===== src/kcl_pkg.sv =====
`timescale 1ns / 1ps
`default_nettype none
// ----------------------------------------------------------------------------
// Key click / long-press detector package
// Shared types, state codes, event codes and register reset values.
// ----------------------------------------------------------------------------
package kcl_pkg;

    localparam int TIME_W    = 16;
    localparam int ELAPSED_W = 8;
    localparam int EVENT_W   = 2;
    localparam int CFG_IDX_W = 1;

    localparam logic [TIME_W-1:0] DEBOUNCE_RESET = TIME_W'(20);
    localparam logic [TIME_W-1:0] LONG_RESET     = TIME_W'(1000);

    localparam logic [CFG_IDX_W-1:0] CFG_DEBOUNCE = 1'b0;
    localparam logic [CFG_IDX_W-1:0] CFG_LONG     = 1'b1;

    localparam logic [EVENT_W-1:0] EV_NONE  = 2'd0;
    localparam logic [EVENT_W-1:0] EV_CLICK = 2'd1;
    localparam logic [EVENT_W-1:0] EV_LONG  = 2'd2;

    typedef enum logic [1:0] {
        PH_IDLE     = 2'd0,
        PH_DEBOUNCE = 2'd1,
        PH_HELD     = 2'd2,
        PH_LONG     = 2'd3
    } phase_t;

    typedef struct packed {
        logic [TIME_W-1:0] debounce_time;
        logic [TIME_W-1:0] long_press_time;
    } cfg_t;

endpackage : kcl_pkg
`default_nettype wire


===== src/key_click_long_press_detector_top.sv =====
`timescale 1ns / 1ps
`default_nettype none
// ----------------------------------------------------------------------------
// Key click / long-press detector
// Each input beat is one periodic tick carrying the key level and the
// milliseconds since the previous tick; each tick yields exactly one result
// beat with the event it raised (none, click or long press). The block takes
// one tick per clock cycle while the result side is not stalled; each tick
// passes through the input register and then the result register, with the
// state machine update between them. Configuration writes take effect at the
// next clock edge and are meant to be made while no tick is in flight.
// ----------------------------------------------------------------------------
module key_click_long_press_detector_top (
    input  wire logic                          clk,
    input  wire logic                          rst_n,
    input  wire logic                          cfg_we,
    input  wire logic [kcl_pkg::CFG_IDX_W-1:0] cfg_index,
    input  wire logic [kcl_pkg::TIME_W-1:0]    cfg_data,
    input  wire logic                          in_valid,
    output logic                               in_ready,
    input  wire logic                          pressed,
    input  wire logic [kcl_pkg::ELAPSED_W-1:0] elapsed_ms,
    output logic                               out_valid,
    input  wire logic                          out_ready,
    output logic [kcl_pkg::EVENT_W-1:0]        key_event
);
    import kcl_pkg::*;

    cfg_t                 cfg;
    logic                 in_valid_reg;
    logic                 pressed_reg;
    logic [ELAPSED_W-1:0] elapsed_reg;
    logic                 out_valid_reg;
    logic [EVENT_W-1:0]   key_event_reg;
    logic [EVENT_W-1:0]   key_event_next;
    logic                 out_load;
    logic                 step;

    assign out_load = !out_valid_reg || out_ready;
    assign step     = in_valid_reg && out_load;
    assign in_ready = !in_valid_reg || step;

    kcl_cfg u_cfg (
        .clk       (clk),
        .rst_n     (rst_n),
        .cfg_we    (cfg_we),
        .cfg_index (cfg_index),
        .cfg_data  (cfg_data),
        .cfg       (cfg)
    );

    kcl_fsm u_fsm (
        .clk        (clk),
        .rst_n      (rst_n),
        .step       (step),
        .pressed    (pressed_reg),
        .elapsed_ms (elapsed_reg),
        .cfg        (cfg),
        .key_event  (key_event_next)
    );

    always_ff @(posedge clk or negedge rst_n)
    begin
        if (!rst_n)
        begin
            in_valid_reg <= 1'b0;
        end
        else if (in_ready)
        begin
            in_valid_reg <= in_valid;
        end
    end

    always_ff @(posedge clk)
    begin
        if (in_ready && in_valid)
        begin
            pressed_reg <= pressed;
            elapsed_reg <= elapsed_ms;
        end
    end

    always_ff @(posedge clk or negedge rst_n)
    begin
        if (!rst_n)
        begin
            out_valid_reg <= 1'b0;
        end
        else if (out_load)
        begin
            out_valid_reg <= in_valid_reg;
        end
    end

    always_ff @(posedge clk)
    begin
        if (step)
        begin
            key_event_reg <= key_event_next;
        end
    end

    assign out_valid = out_valid_reg;
    assign key_event = key_event_reg;

    // A held tick keeps its payload while the result side is stalled.
    assert property (@(posedge clk) disable iff (!rst_n)
        in_valid_reg && !out_load |=> in_valid_reg && $stable(pressed_reg)
            && $stable(elapsed_reg))
    else $error("pending tick lost or changed during a stall");

    // Every tick that leaves the input register shows up as a result beat.
    assert property (@(posedge clk) disable iff (!rst_n)
        step |=> out_valid_reg)
    else $error("tick consumed without a result beat");

    // The reserved event code is never presented.
    assert property (@(posedge clk) disable iff (!rst_n)
        out_valid_reg |-> (key_event_reg == EV_NONE) || (key_event_reg == EV_CLICK)
            || (key_event_reg == EV_LONG))
    else $error("reserved event code on the result port");

endmodule : key_click_long_press_detector_top
`default_nettype wire


===== src/kcl_cfg.sv =====
`timescale 1ns / 1ps
`default_nettype none
// ----------------------------------------------------------------------------
// Key click / long-press detector configuration registers
// Holds the debounce time and the long-press time, written by index.
// ----------------------------------------------------------------------------
module kcl_cfg (
    input  wire logic                          clk,
    input  wire logic                          rst_n,
    input  wire logic                          cfg_we,
    input  wire logic [kcl_pkg::CFG_IDX_W-1:0] cfg_index,
    input  wire logic [kcl_pkg::TIME_W-1:0]    cfg_data,
    output kcl_pkg::cfg_t                      cfg
);
    import kcl_pkg::*;

    cfg_t cfg_reg;

    always_ff @(posedge clk or negedge rst_n)
    begin
        if (!rst_n)
        begin
            cfg_reg.debounce_time   <= DEBOUNCE_RESET;
            cfg_reg.long_press_time <= LONG_RESET;
        end
        else if (cfg_we)
        begin
            unique case (cfg_index)
                CFG_DEBOUNCE: cfg_reg.debounce_time   <= cfg_data;
                CFG_LONG:     cfg_reg.long_press_time <= cfg_data;
                default:      ;
            endcase
        end
    end

    assign cfg = cfg_reg;

endmodule : kcl_cfg
`default_nettype wire


===== src/kcl_fsm.sv =====
`timescale 1ns / 1ps
`default_nettype none
// ----------------------------------------------------------------------------
// Key click / long-press detector state machine
// Four-phase press qualifier with a saturating hold counter; one step per beat.
// ----------------------------------------------------------------------------
module kcl_fsm (
    input  wire logic                          clk,
    input  wire logic                          rst_n,
    input  wire logic                          step,
    input  wire logic                          pressed,
    input  wire logic [kcl_pkg::ELAPSED_W-1:0] elapsed_ms,
    input  kcl_pkg::cfg_t                      cfg,
    output logic [kcl_pkg::EVENT_W-1:0]        key_event
);
    import kcl_pkg::*;

    phase_t              phase_reg;
    phase_t              phase_next;
    logic [TIME_W-1:0]   held_ms_reg;
    logic [TIME_W-1:0]   held_ms_next;
    logic [TIME_W:0]     held_sum;
    logic [TIME_W-1:0]   held_sat;

    assign held_sum = {1'b0, held_ms_reg} + {{(TIME_W + 1 - ELAPSED_W){1'b0}}, elapsed_ms};
    assign held_sat = held_sum[TIME_W] ? {TIME_W{1'b1}} : held_sum[TIME_W-1:0];

    always_ff @(posedge clk or negedge rst_n)
    begin
        if (!rst_n)
        begin
            phase_reg   <= PH_IDLE;
            held_ms_reg <= '0;
        end
        else if (step)
        begin
            phase_reg   <= phase_next;
            held_ms_reg <= held_ms_next;
        end
    end

    always_comb
    begin
        phase_next   = phase_reg;
        held_ms_next = held_ms_reg;
        unique case (phase_reg)
            PH_IDLE:
            begin
                if (pressed)
                begin
                    phase_next   = PH_DEBOUNCE;
                    held_ms_next = '0;
                end
            end
            PH_DEBOUNCE:
            begin
                if (pressed)
                begin
                    if (held_sat >= cfg.debounce_time)
                    begin
                        phase_next   = PH_HELD;
                        held_ms_next = '0;
                    end
                    else
                    begin
                        held_ms_next = held_sat;
                    end
                end
                else
                begin
                    phase_next = PH_IDLE;
                end
            end
            PH_HELD:
            begin
                if (pressed)
                begin
                    held_ms_next = held_sat;
                    if (held_sat >= cfg.long_press_time)
                    begin
                        phase_next = PH_LONG;
                    end
                end
                else
                begin
                    phase_next = PH_IDLE;
                end
            end
            PH_LONG:
            begin
                if (!pressed)
                begin
                    phase_next = PH_IDLE;
                end
            end
            default:
            begin
                phase_next = PH_IDLE;
            end
        endcase
    end

    always_comb
    begin
        key_event = EV_NONE;
        unique case (phase_reg)
            PH_HELD:
            begin
                if (!pressed && (held_ms_reg < cfg.long_press_time))
                begin
                    key_event = EV_CLICK;
                end
                else if (pressed && (held_sat >= cfg.long_press_time))
                begin
                    key_event = EV_LONG;
                end
            end
            default:
            begin
                key_event = EV_NONE;
            end
        endcase
    end

    // A long press always moves the machine into the long-held phase.
    assert property (@(posedge clk) disable iff (!rst_n)
        step && (key_event == EV_LONG) |=> phase_reg == PH_LONG)
    else $error("long press without entering long-held phase");

    // A click always returns the machine to idle.
    assert property (@(posedge clk) disable iff (!rst_n)
        step && (key_event == EV_CLICK) |=> phase_reg == PH_IDLE)
    else $error("click without returning to idle");

    // A new press starts debouncing from a cleared counter.
    assert property (@(posedge clk) disable iff (!rst_n)
        step && (phase_reg == PH_IDLE) && pressed
        |=> (phase_reg == PH_DEBOUNCE) && (held_ms_reg == '0))
    else $error("press did not start debounce with a cleared counter");

endmodule : kcl_fsm
`default_nettype wire

===== config.mk =====
export PLATFORM = sky130hd
export DESIGN_NAME = key_click_long_press_detector_top
export DESIGN_NICKNAME = d
export VERILOG_FILES = /design/src/kcl_pkg.sv /design/src/key_click_long_press_detector_top.sv /design/src/kcl_cfg.sv /design/src/kcl_fsm.sv
export SDC_FILE = /design/constraint.sdc
export NUM_CORES = 1
export LEC_CHECK = 0
export BUFFER_PORTS_ARGS = -buffer_cell sky130_fd_sc_hd__buf_2
export CORE_MARGIN = 2
export CORE_UTILIZATION = 41
export DETAILED_ROUTE_END_ITERATION = 6
export PLACE_DENSITY = 0.64
export SETUP_SLACK_MARGIN = 0.4
export SLEW_MARGIN = 10
export SYNTH_ARGS = -nofsm -noshare
export SYNTH_HDL_FRONTEND = slang
export SYNTH_SLANG_ARGS = --single-unit

===== constraint.sdc =====
create_clock -name clk -period 11.8 [get_ports clk]
set_input_delay 2.36 -clock clk [delete_from_list [all_inputs] [get_ports clk]]
set_output_delay 2.36 -clock clk [all_outputs]
set_load 0.05 [all_outputs]

==> flow_summary.ini, run 1 <==
[cts]
cts_root_buf = clkbuf_8
clkTransAtPathRegs_ps = 70
cts_tree = yes
cts_setup_buffers = 0
cts_hold_buf = 0
clk_latency_ps = 350
cts_sinks = 63
cts_htree_levels = 3
cts_buffers = 9
clock_path_buffers = 2
postCtsResizedCells = 0

[logic_synthesis]
avgSynthCellArea_um2 = 10.02
async_reset_ff_share_pct = 82.54
yosysUniqueCellTypes = 55
syn_inst = 417
ys.flop_type = dfrtp_1
syn_area_um2 = 4178
synth_nets = 508
ys_warn_count = 0
ys_ff_latch = 63
synth_edf_count = 11
synth_seq_area_share_pct = 39.29

[routing]
vias = 3150
drtIter0Drc = 110
wirelength_mm = 9.069
final_antenna_net_count = 0
routedWlPerCell_um = 15.35
vias_per_cell = 5.330
first_pass_iters = 4
drc = 0

[global_routing]
grt_pass1_vias = 3191
grt_max_degree = 53
grt_pass1_wl_mm = 15.40
antenna_found_initial = 0
overflow = 0
track_usage_pct = 17.80

[final_layout]
largest_reg_flops = 32
n_fill_cell = 940
stdcell_area_um2 = 4718
stdcell_count = 591
area_growth_pct = 12.94
nNetsFinal = 544
drive_gt1_share_pct = 18.34
antenna_cells = 0

[floorplanning]
core-area_um2 = 9819
dieArea_um2 = 11010
core.rowCount = 36
initial_core_util_pct = 42.55
die_h_um = 104.9
die_w_um = 104.9
io-pin-count = 35

[sta]
hold_viol = 0
period_needed_ps = 5346
skew_ps = 13.58
fin_setup_tns_ps = 0
maxSlewViolCount = 0
setup_viol = 0
fmax_mhz = 187.0
grt_setup_unrepaired = false
maxSlewHeadroom_pct = 32.68
layout_setup_ws_ps = 6454
finalCritPeriodShare_pct = 45.31
worst_pin_slew_ps = 1005

[setup_path]
crit_path_end_kind = flip-flop
crit_path_top_delay_cell = nor2_1
critPathArrivalTime_ps = 5620
path_max_fanout = 21
slowest_delay_ps = 710
critical_path.cell_chain = ha_1 > fa_1 > a211oi_2 > nor2_1 > a221oi_4 > or3_1 > nand2_1 > ha_1 > a211oi_1 > nor2_1 > nor3b_1 > a31oi_1 > buf_4 > nor2_1 > a221o_1
startpoint_type = flip-flop
path_class = flip-flop to flip-flop
crit_family = simple AND/OR/NAND/NOR gates
cp.required_ps = 12080
worst-path-buf-inv = 1
cpMostUsedCell = nor2_1

[power]
power_leakage_nw = 2.268
p_clk_share_pct = 23.5
netSwitchingPower_mw = 0.3682
seqPwrFrac_pct = 31.1
swShare_pct = 39.12
powerDensity_nw_per_um2 = 199.5
ir_drop_uv = 106.0
cell_internal_pwr_mw = 0.5730
combPwrFrac_pct = 45.4

[place]
post-place-ws_ps = 6557
portBuffers = 34
dp_cells = 575
routabilityCongestion = 0.8662
dpl_cell_area_um2 = 4479
dp_hpwl_mm = 7.018

[status]
status = completed

[worst_hold_path]
min_path_type = flip-flop to flip-flop

[run]
maxCapViolCount = 0
## logic make-up (layout without fill, tap and decap cells)
group                      Yosys count  after routing  synth area share [%]
buffers and inverters               48             89                 4.582
DFF                                 63             63                 39.29
adders and majority gates           60             60                 18.15
xor gates and xnor gates            10             10                 2.096
AOI/OAI and AO/OA                  113            113                 18.45
muxes                               18             18                 4.852
and+or+nand+nor                    105            105                 12.58
## cell type report
| class | count | area [µm²] | area share [%] |
|---|---|---|---|
| Timing Repair Buffer | 36 | 185.2 | 3.925 |
| Clock buffer | 15 | 209.0 | 4.429 |
| Tap cell | 133 | 166.4 | 3.527 |
| Inverter | 37 | 138.9 | 2.944 |
| Sequential cell | 63 | 1642 | 34.79 |
| Clock inverter | 1 | 30.03 | 0.6364 |
| Multi-Input combinational cell | 306 | 2347 | 49.75 |
## worst reg2reg max path, delay by kind of cell, from the launching register on
kind,cells,cell delay (ps)
fa+ha+maj,3,1020
buf+inv,1,210
flops,1,410
simple gates,6,2220
compound gates,5,1430
## placed cells by master, fill, tap and decap left out, types with 4 or more instances in the layout
cell type   n
ha_1       59
nand2_1    46
dfrtp_1    44
inv_1      37
buf_2      34
o21ai_0    32
a21oi_1    20
nor2_1     18
mux2_2     18
clkbuf_8   11
edfxtp_1   11
a22o_1     10
dfstp_2     8
a21o_1      7
nand2b_1    7
nor3_1      7
o31ai_1     7
nor2b_1     6
xnor2_1     6
nand4_1     5
a211oi_1    5
xor2_1      4
o21ai_1     4
## per-stage QoR
step | power (mW) | hold WS [ps] | utilization [%]
after floorplan | 0.6102 | 449.0 | -
final | 0.9412 | 503.3 | 48.05
after global routing | 1.025 | 530.2 | 48.05
after CTS | 0.9497 | 507.6 | 48.05
after detailed placement | 0.7241 | 488.7 | 45.62
after global placement | 0.7058 | 466.6 | 45.62
## power by group through the flow
stage	Clock, mW	Sequential (mW)	Combinational [mW]
after floorplan	0	0.285	0.325
after global placement	0	0.295	0.411
after detailed placement	0	0.296	0.428
after CTS	0.226	0.292	0.431
after global routing	0.236	0.297	0.492
final	0.221	0.292	0.428
## worst paths after layout
kind | start | endpoint | slack [ps] | cells after the start
setup / recovery | u_fsm.held_ms_reg[0] | u_fsm.held_ms_reg[8] | 6450 | 15
hold / removal | in_valid_reg | out_valid | 500 | 1
setup reg to reg | u_fsm.held_ms_reg[0] | u_fsm.held_ms_reg[8] | 6450 | 15
hold reg to reg | in_valid_reg | out_valid | 500 | 1
max in group asynchronous | rst_n | u_fsm.held_ms_reg[14] | 9220 | 2
min in group asynchronous | rst_n | u_cfg.cfg[14] | 2130 | 2
## Yosys cell counts, types with 3 or more instances
cell / count / area, µm²
ha_1: 59 / 738.2
nand2_1: 46 / 172.7
dfrtp_1: 44 / 1101
inv_1: 37 / 138.9
o21ai_0: 32 / 160.2
a21oi_1: 20 / 100.1
mux2_2: 18 / 202.7
nor2_1: 18 / 67.56
edfxtp_1: 11 / 330.3
a22o_1: 10 / 87.58
dfstp_2: 8 / 210.2
a21o_1: 7 / 52.55
clkbuf_1: 7 / 26.28
nand2b_1: 7 / 43.79
nor2b_1: 7 / 43.79
nor3_1: 7 / 35.03
o31ai_1: 7 / 52.55
xnor2_1: 6 / 52.55
a211oi_1: 5 / 37.54
nand4_1: 5 / 31.28
o21ai_1: 4 / 20.02
xor2_1: 4 / 35.03
a221o_1: 3 / 30.03
a31oi_1: 3 / 18.77
and2_1: 3 / 18.77
buf_2: 3 / 15.01
## per-layer routing
layer	track usage, %	wire [µm]
met5	0	0
met3	3.057	307
met2	30.52	4528
met4	6.762	162
met1	22.38	4071
Note: power is estimated with default switching activity, not from simulation.
==> inputs of run 2 (changes only) <==
--- a/config.mk
+++ b/config.mk
@@ -9,7 +9,7 @@
 export CORE_MARGIN = 2
 export CORE_UTILIZATION = 41
 export DETAILED_ROUTE_END_ITERATION = 6
-export PLACE_DENSITY = 0.64
+export PLACE_DENSITY = 0.66
 export SETUP_SLACK_MARGIN = 0.4
 export SLEW_MARGIN = 10
 export SYNTH_ARGS = -nofsm -noshare
==> constraint.sdc (replaced) <==
create_clock -name clk -period 4.3 [get_ports clk]
set_input_delay 0.86 -clock clk [delete_from_list [all_inputs] [get_ports clk]]
set_output_delay 0.86 -clock clk [all_outputs]
set_load 0.05 [all_outputs]
==> run 2 against run 1 <==
Compared with the run above:
- maximum frequency grew 33%
- count of clock-buffer cells in the layout fell by 6
- sequential power rose to 2.7 times the previous value
- clock power is 110% higher
- final cell count grew 5.8%
- critical path depth increased by 2
- die area unchanged
==> flow_summary.ini, run 2 (same netlist as run 1, synthesis figures left out) <==
[routing]
first_pass_iters = 4
drtIter0Drc = 117
wirelength_mm = 9.764
drc = 0
final_antenna_net_count = 0
vias = 3340
vias_per_cell = 5.344
routedWlPerCell_um = 15.62

[floorplanning]
die_w_um = 104.9
io-pin-count = 35
core-area_um2 = 9819
core.rowCount = 36
die_h_um = 104.9
initial_core_util_pct = 42.55
dieArea_um2 = 11010

[place]
routabilityCongestion = 0.8748
post-place-ws_ps = -94.33
dp_hpwl_mm = 7.047
portBuffers = 34

[run]
maxCapViolCount = 0

[final_layout]
nNetsFinal = 578
n_fill_cell = 916
area_growth_pct = 22.79
largest_reg_flops = 32
final_cell_mix = ha_1 (53), nand2_1 (45), dfrtp_1 (41), inv_1 (37), buf_2 (34)
antenna_cells = 0
final_common_cell = ha_1
drive_gt1_share_pct = 29.07

[power]
finalPower_mw = 2.828
p_clk_share_pct = 16.4
netSwitchingPower_mw = 1.176
swShare_pct = 41.57
combPwrFrac_pct = 55.3
cell_internal_pwr_mw = 1.653
seqPwrFrac_pct = 28.3
ir_drop_uv = 345.6
powerDensity_nw_per_um2 = 551.3
power_leakage_nw = 2.431

[sta]
maxSlewHeadroom_pct = 32.91
fmax_mhz = 249.1
worst_pin_slew_ps = 1002
hold_viol = 0
setup_viol = 0
whs_ps = 491.3
maxSlewViolCount = 0
grt_setup_unrepaired = true
layout_setup_ws_ps = 285.8
period_needed_ps = 4014
finalCritPeriodShare_pct = 93.35
skew_ps = 16.89

[cts]
clkTransAtPathRegs_ps = 70
cts_htree_levels = 3
cts_root_buf = clkbuf_8
cts_tree = yes
cts_sinks = 63
clock_path_buffers = 2
cts_buffers = 9
cts_hold_buf = 0
clk_latency_ps = 370

[setup_path]
path_class = flip-flop to flip-flop
r2r_start = u_fsm.held_ms_reg[0]
startpoint_type = flip-flop
crit_path_end_kind = flip-flop
critPathLaunch = u_fsm.held_ms_reg[0]
path_max_fanout = 8
rrSetupSlack_ps = 290
cp.required_ps = 4540
critPathArrivalTime_ps = 4260

[global_routing]
overflow = 0
grt_pass1_wl_mm = 16.79
track_usage_pct = 19.23
grt_pass1_vias = 3586
grt_max_degree = 53
antenna_found_initial = 0

[status]
status = completed

[worst_hold_path]
min_path_type = flip-flop to flip-flop
min_from = in_valid_reg
## run 2: cell count changes in the layout (fill, tap and decap cells not counted), sizes merged
cell	before	now
clkinv	0	3
buf	36	70
inv	37	38
clkinvlp	0	3
bufinv	1	0
clkbuf	15	9
## run 2: path summary, 6_finish.rpt
kind / end / depth (start not counted)
hold reg to reg: out_valid / 1
setup reg to reg: u_fsm.held_ms_reg[15] / 17
max in group asynchronous: u_fsm.held_ms_reg[3] / 2
setup / recovery: u_fsm.held_ms_reg[15] / 17
min in group asynchronous: u_fsm.held_ms_reg[8] / 2
hold / removal: out_valid / 1
## run 2: through the flow
step / TNS, ps / util [%] / instances / instance area [µm²]
after floorplan: 0 / - / 417 / 4197
after global placement: -77.20 / 46.67 / 585 / 4583
after detailed placement: -901.9 / 46.67 / 585 / 4583
after CTS: 0 / 51.77 / 623 / 5084
after global routing: 0 / 52.24 / 625 / 5130
final: 0 / 52.24 / 625 / 5130
## run 2: area by class of cell
type	count	area [µm²]	area share [%]
Sequential cell	63	1645	32.07
Tap cell	133	166.4	3.244
Clock buffer	9	123.9	2.415
Multi-Input combinational cell	306	2530	49.32
Inverter	37	138.9	2.707
Clock inverter	7	48.80	0.9512
Timing Repair Buffer	70	476.7	9.293
## run 2: what timing repair did
item	4_1_cts	5_1_grt
setup buffers	22	2
resized for setup	28	6
endpoints found under the setup margin	18	19
pin swaps	20	12
## run 2: critical path: stages, from the launching register on
cell,delay [ps]
dfrtp_1,390
ha_2,210
fa_2,390
a211oi_4,280
nor2_2,80
a221oi_4,310
buf_6,170
nor2_1,70
o21a_1,240
ha_1,280
nand4_1,210
nor3_4,310
buf_4,150
a22oi_2,60
a31oi_2,180
buf_4,150
nor2_4,60
a221o_1,330
## run 2: power groups by stage
stage / registers, mW / clock network [mW] / logic [mW]
6_report: 0.800 / 0.465 / 1.56
2_1_floorplan: 0.782 / 0 / 0.904
4_1_cts: 0.798 / 0.481 / 1.49
5_1_grt: 0.812 / 0.498 / 1.75
3_5_place_dp: 0.809 / 0 / 1.26
3_3_place_gp: 0.809 / 0 / 1.23
## run 2: per-layer routing
metal	global-route usage, %	vias up	wire [µm]
met2	32.93	66	4859
met1	23.00	1611	4247
li1	-	1647	-
met4	7.619	0	197
met3	4.991	16	459
met5	0	-	0
==> inputs of run 3 (changes only) <==
--- a/config.mk
+++ b/config.mk
@@ -7,9 +7,9 @@
 export LEC_CHECK = 0
 export BUFFER_PORTS_ARGS = -buffer_cell sky130_fd_sc_hd__buf_2
 export CORE_MARGIN = 2
-export CORE_UTILIZATION = 41
+export CORE_UTILIZATION = 45
 export DETAILED_ROUTE_END_ITERATION = 6
-export PLACE_DENSITY = 0.66
+export PLACE_DENSITY = 0.71
 export SETUP_SLACK_MARGIN = 0.4
 export SLEW_MARGIN = 10
 export SYNTH_ARGS = -nofsm -noshare
==> run 3 against run 2 <==
Compared with the run above:
- clock skew decreased by 8.9 ps
- utilization rose by 5.6 points
- maximum frequency fell by 4.2%
- worst setup slack worse by 180 ps
- sequential power increased by 1%
- highest routed layer unchanged
- global-route usage up 1.9 points
==> flow_summary.ini, run 3 (same netlist as run 1, synthesis figures left out) <==
[status]
status = completed

[cts]
cts_hold_buf = 0
cts_sinks = 63
clk_latency_ps = 350
clock_path_buffers = 2
cts_tree = yes
clkTransAtPathRegs_ps = 70
cts_root_buf = clkbuf_8
cts_buffers = 9
cts_htree_levels = 3

[power]
finalPower_mw = 2.980
powerDensity_nw_per_um2 = 565.8
power_leakage_nw = 2.493
ir_drop_uv = 272.1

[final_layout]
largest_reg_flops = 32
final_cell_mix = ha_1 (50), nand2_1 (44), dfrtp_1 (40), inv_1 (37), buf_4 (37)
antenna_cells = 0
nNetsFinal = 588
area_growth_pct = 26.06
drive_gt1_share_pct = 31.67
final_common_cell = ha_1

[floorplanning]
core.rowCount = 35
dieArea_um2 = 10070
io-pin-count = 35
initial_core_util_pct = 45.87
core-area_um2 = 9109
die_w_um = 100.4
die_h_um = 100.4

[place]
portBuffers = 34
dp_hpwl_mm = 7.130
routabilityCongestion = 0.9142

[routing]
vias = 3515
met3_wirelength_um = 504
maxUsedRoutingLayer = met4
final_antenna_net_count = 0
vias_per_cell = 5.734
drc = 0
drtIter0Drc = 166
first_pass_iters = 5
dr_wl_met2_mm = 5.344
routedWlPerCell_um = 16.98
met1Wirelength_mm = 4.281
wirelength_mm = 10.41

[setup_path]
cpMostUsedCell = buf_4
startpoint_type = flip-flop
slowest_delay_ps = 540
crit_path_top_delay_cell = or4b_4
path_max_fanout = 7
cp.required_ps = 4530
critPathArrivalTime_ps = 4430
crit_path_end_kind = flip-flop
crit_family = simple AND/OR/NAND/NOR gates
worst-path-buf-inv = 3
critical_path.cell_chain = ha_4 > and3_4 > o21a_2 > a221oi_2 > buf_4 > or4b_4 > xnor2_1 > nand2_1 > ha_1 > nand4_1 > nor3_4 > o311ai_2 > buf_4 > a31oi_4 > buf_4 > nor2_4 > a221o_1
path_class = flip-flop to flip-flop

[global_routing]
antenna_found_initial = 0
track_usage_pct = 21.16
grt_pass1_vias = 3468
grt_max_degree = 53
grt_pass1_wl_mm = 16.56
overflow = 0

[sta]
setup_viol = 0
skew_ps = 8.035
fmax_mhz = 238.6
worst_pin_slew_ps = 1049
period_needed_ps = 4191
finalCritPeriodShare_pct = 97.48
maxSlewHeadroom_pct = 29.78
hold_viol = 0
whs_ps = 491.7
grt_setup_unrepaired = true
maxSlewViolCount = 0

[run]
maxCapViolCount = 0

[worst_hold_path]
min_path_type = flip-flop to flip-flop
## run 3: changes by cell type in the layout (fill, tap and decap cells not counted), moves of 3 or more
cell / delta
ha_4: +3
clkinvlp_4: -3
ha_1: -3
buf_4: +6
## run 3: cell type report
cell class,count,area (µm²)
Clock buffer,11,131.4
Clock inverter,5,82.58
Fill cell,738,3842
Inverter,37,138.9
Multi-Input combinational cell,308,2599
Sequential cell,63,1647
Tap cell,111,138.9
Timing Repair Buffer,78,529.3
## run 3: worst register-to-register path, cell delays in order, from the launching register on
cell	delay, ps
dfrtp_2	450
ha_4	310
and3_4	210
o21a_2	150
a221oi_2	60
buf_4	170
or4b_4	540
xnor2_1	220
nand2_1	120
ha_1	310
nand4_1	180
nor3_4	280
o311ai_2	130
buf_4	170
a31oi_4	240
buf_4	160
nor2_4	60
a221o_1	330
## run 3: per-stage QoR
step / setup TNS, ps / area, µm² / cells / util, % / setup WS (ps)
final: 0 / 5266 / 613 / 57.82 / 108.5
after global routing: -679.7 / 5266 / 613 / 57.82 / -101.2
after CTS: 0 / 5031 / 596 / 55.23 / 349.6
after detailed placement: -13.46 / 4556 / 563 / 50.01 / -7.724
after global placement: 0 / 4556 / 563 / 50.01 / 85.10
after floorplan: 0 / 4197 / 417 / - / 413.5
## run 3: final timing paths
check                                           from                   end  slack, ps  cells past startpoint
worst max register to register  u_fsm.held_ms_reg[6]  u_fsm.held_ms_reg[9]        110                     17
min in group asynchronous                      rst_n    u_fsm.phase_reg[1]        620                      2
worst min register to register          in_valid_reg             out_valid        490                      1
worst max-delay path            u_fsm.held_ms_reg[6]  u_fsm.held_ms_reg[9]        110                     17
max in group asynchronous                      rst_n  u_fsm.held_ms_reg[6]       3170                      2
worst min-delay path                    in_valid_reg             out_valid        490                      1
## run 3: routing by layer
layer  vias up  track usage, %
met5         -               0
met4         0           7.587
met3        28           3.621
met2       120           37.12
met1      1697           26.18
li1       1670               -
## run 3: where the power goes
part	internal [mW]	total [mW]	switching, mW	leakage (nW)
registers	0.719	0.812	0.0930	0.738
logic	0.745	1.60	0.853	1.65
clock network	0.328	0.569	0.242	0.107
total	1.79	2.98	1.19	2.49
## run 3: timing repair
item / in CTS / in global routing
resized for setup: 27 / 20
gates cloned: 2 / 1
setup endpoints to repair: 18 / 19
pin swaps: 20 / 18
setup buffers: 15 / 16
endpoints found under the hold margin: 0 / 0
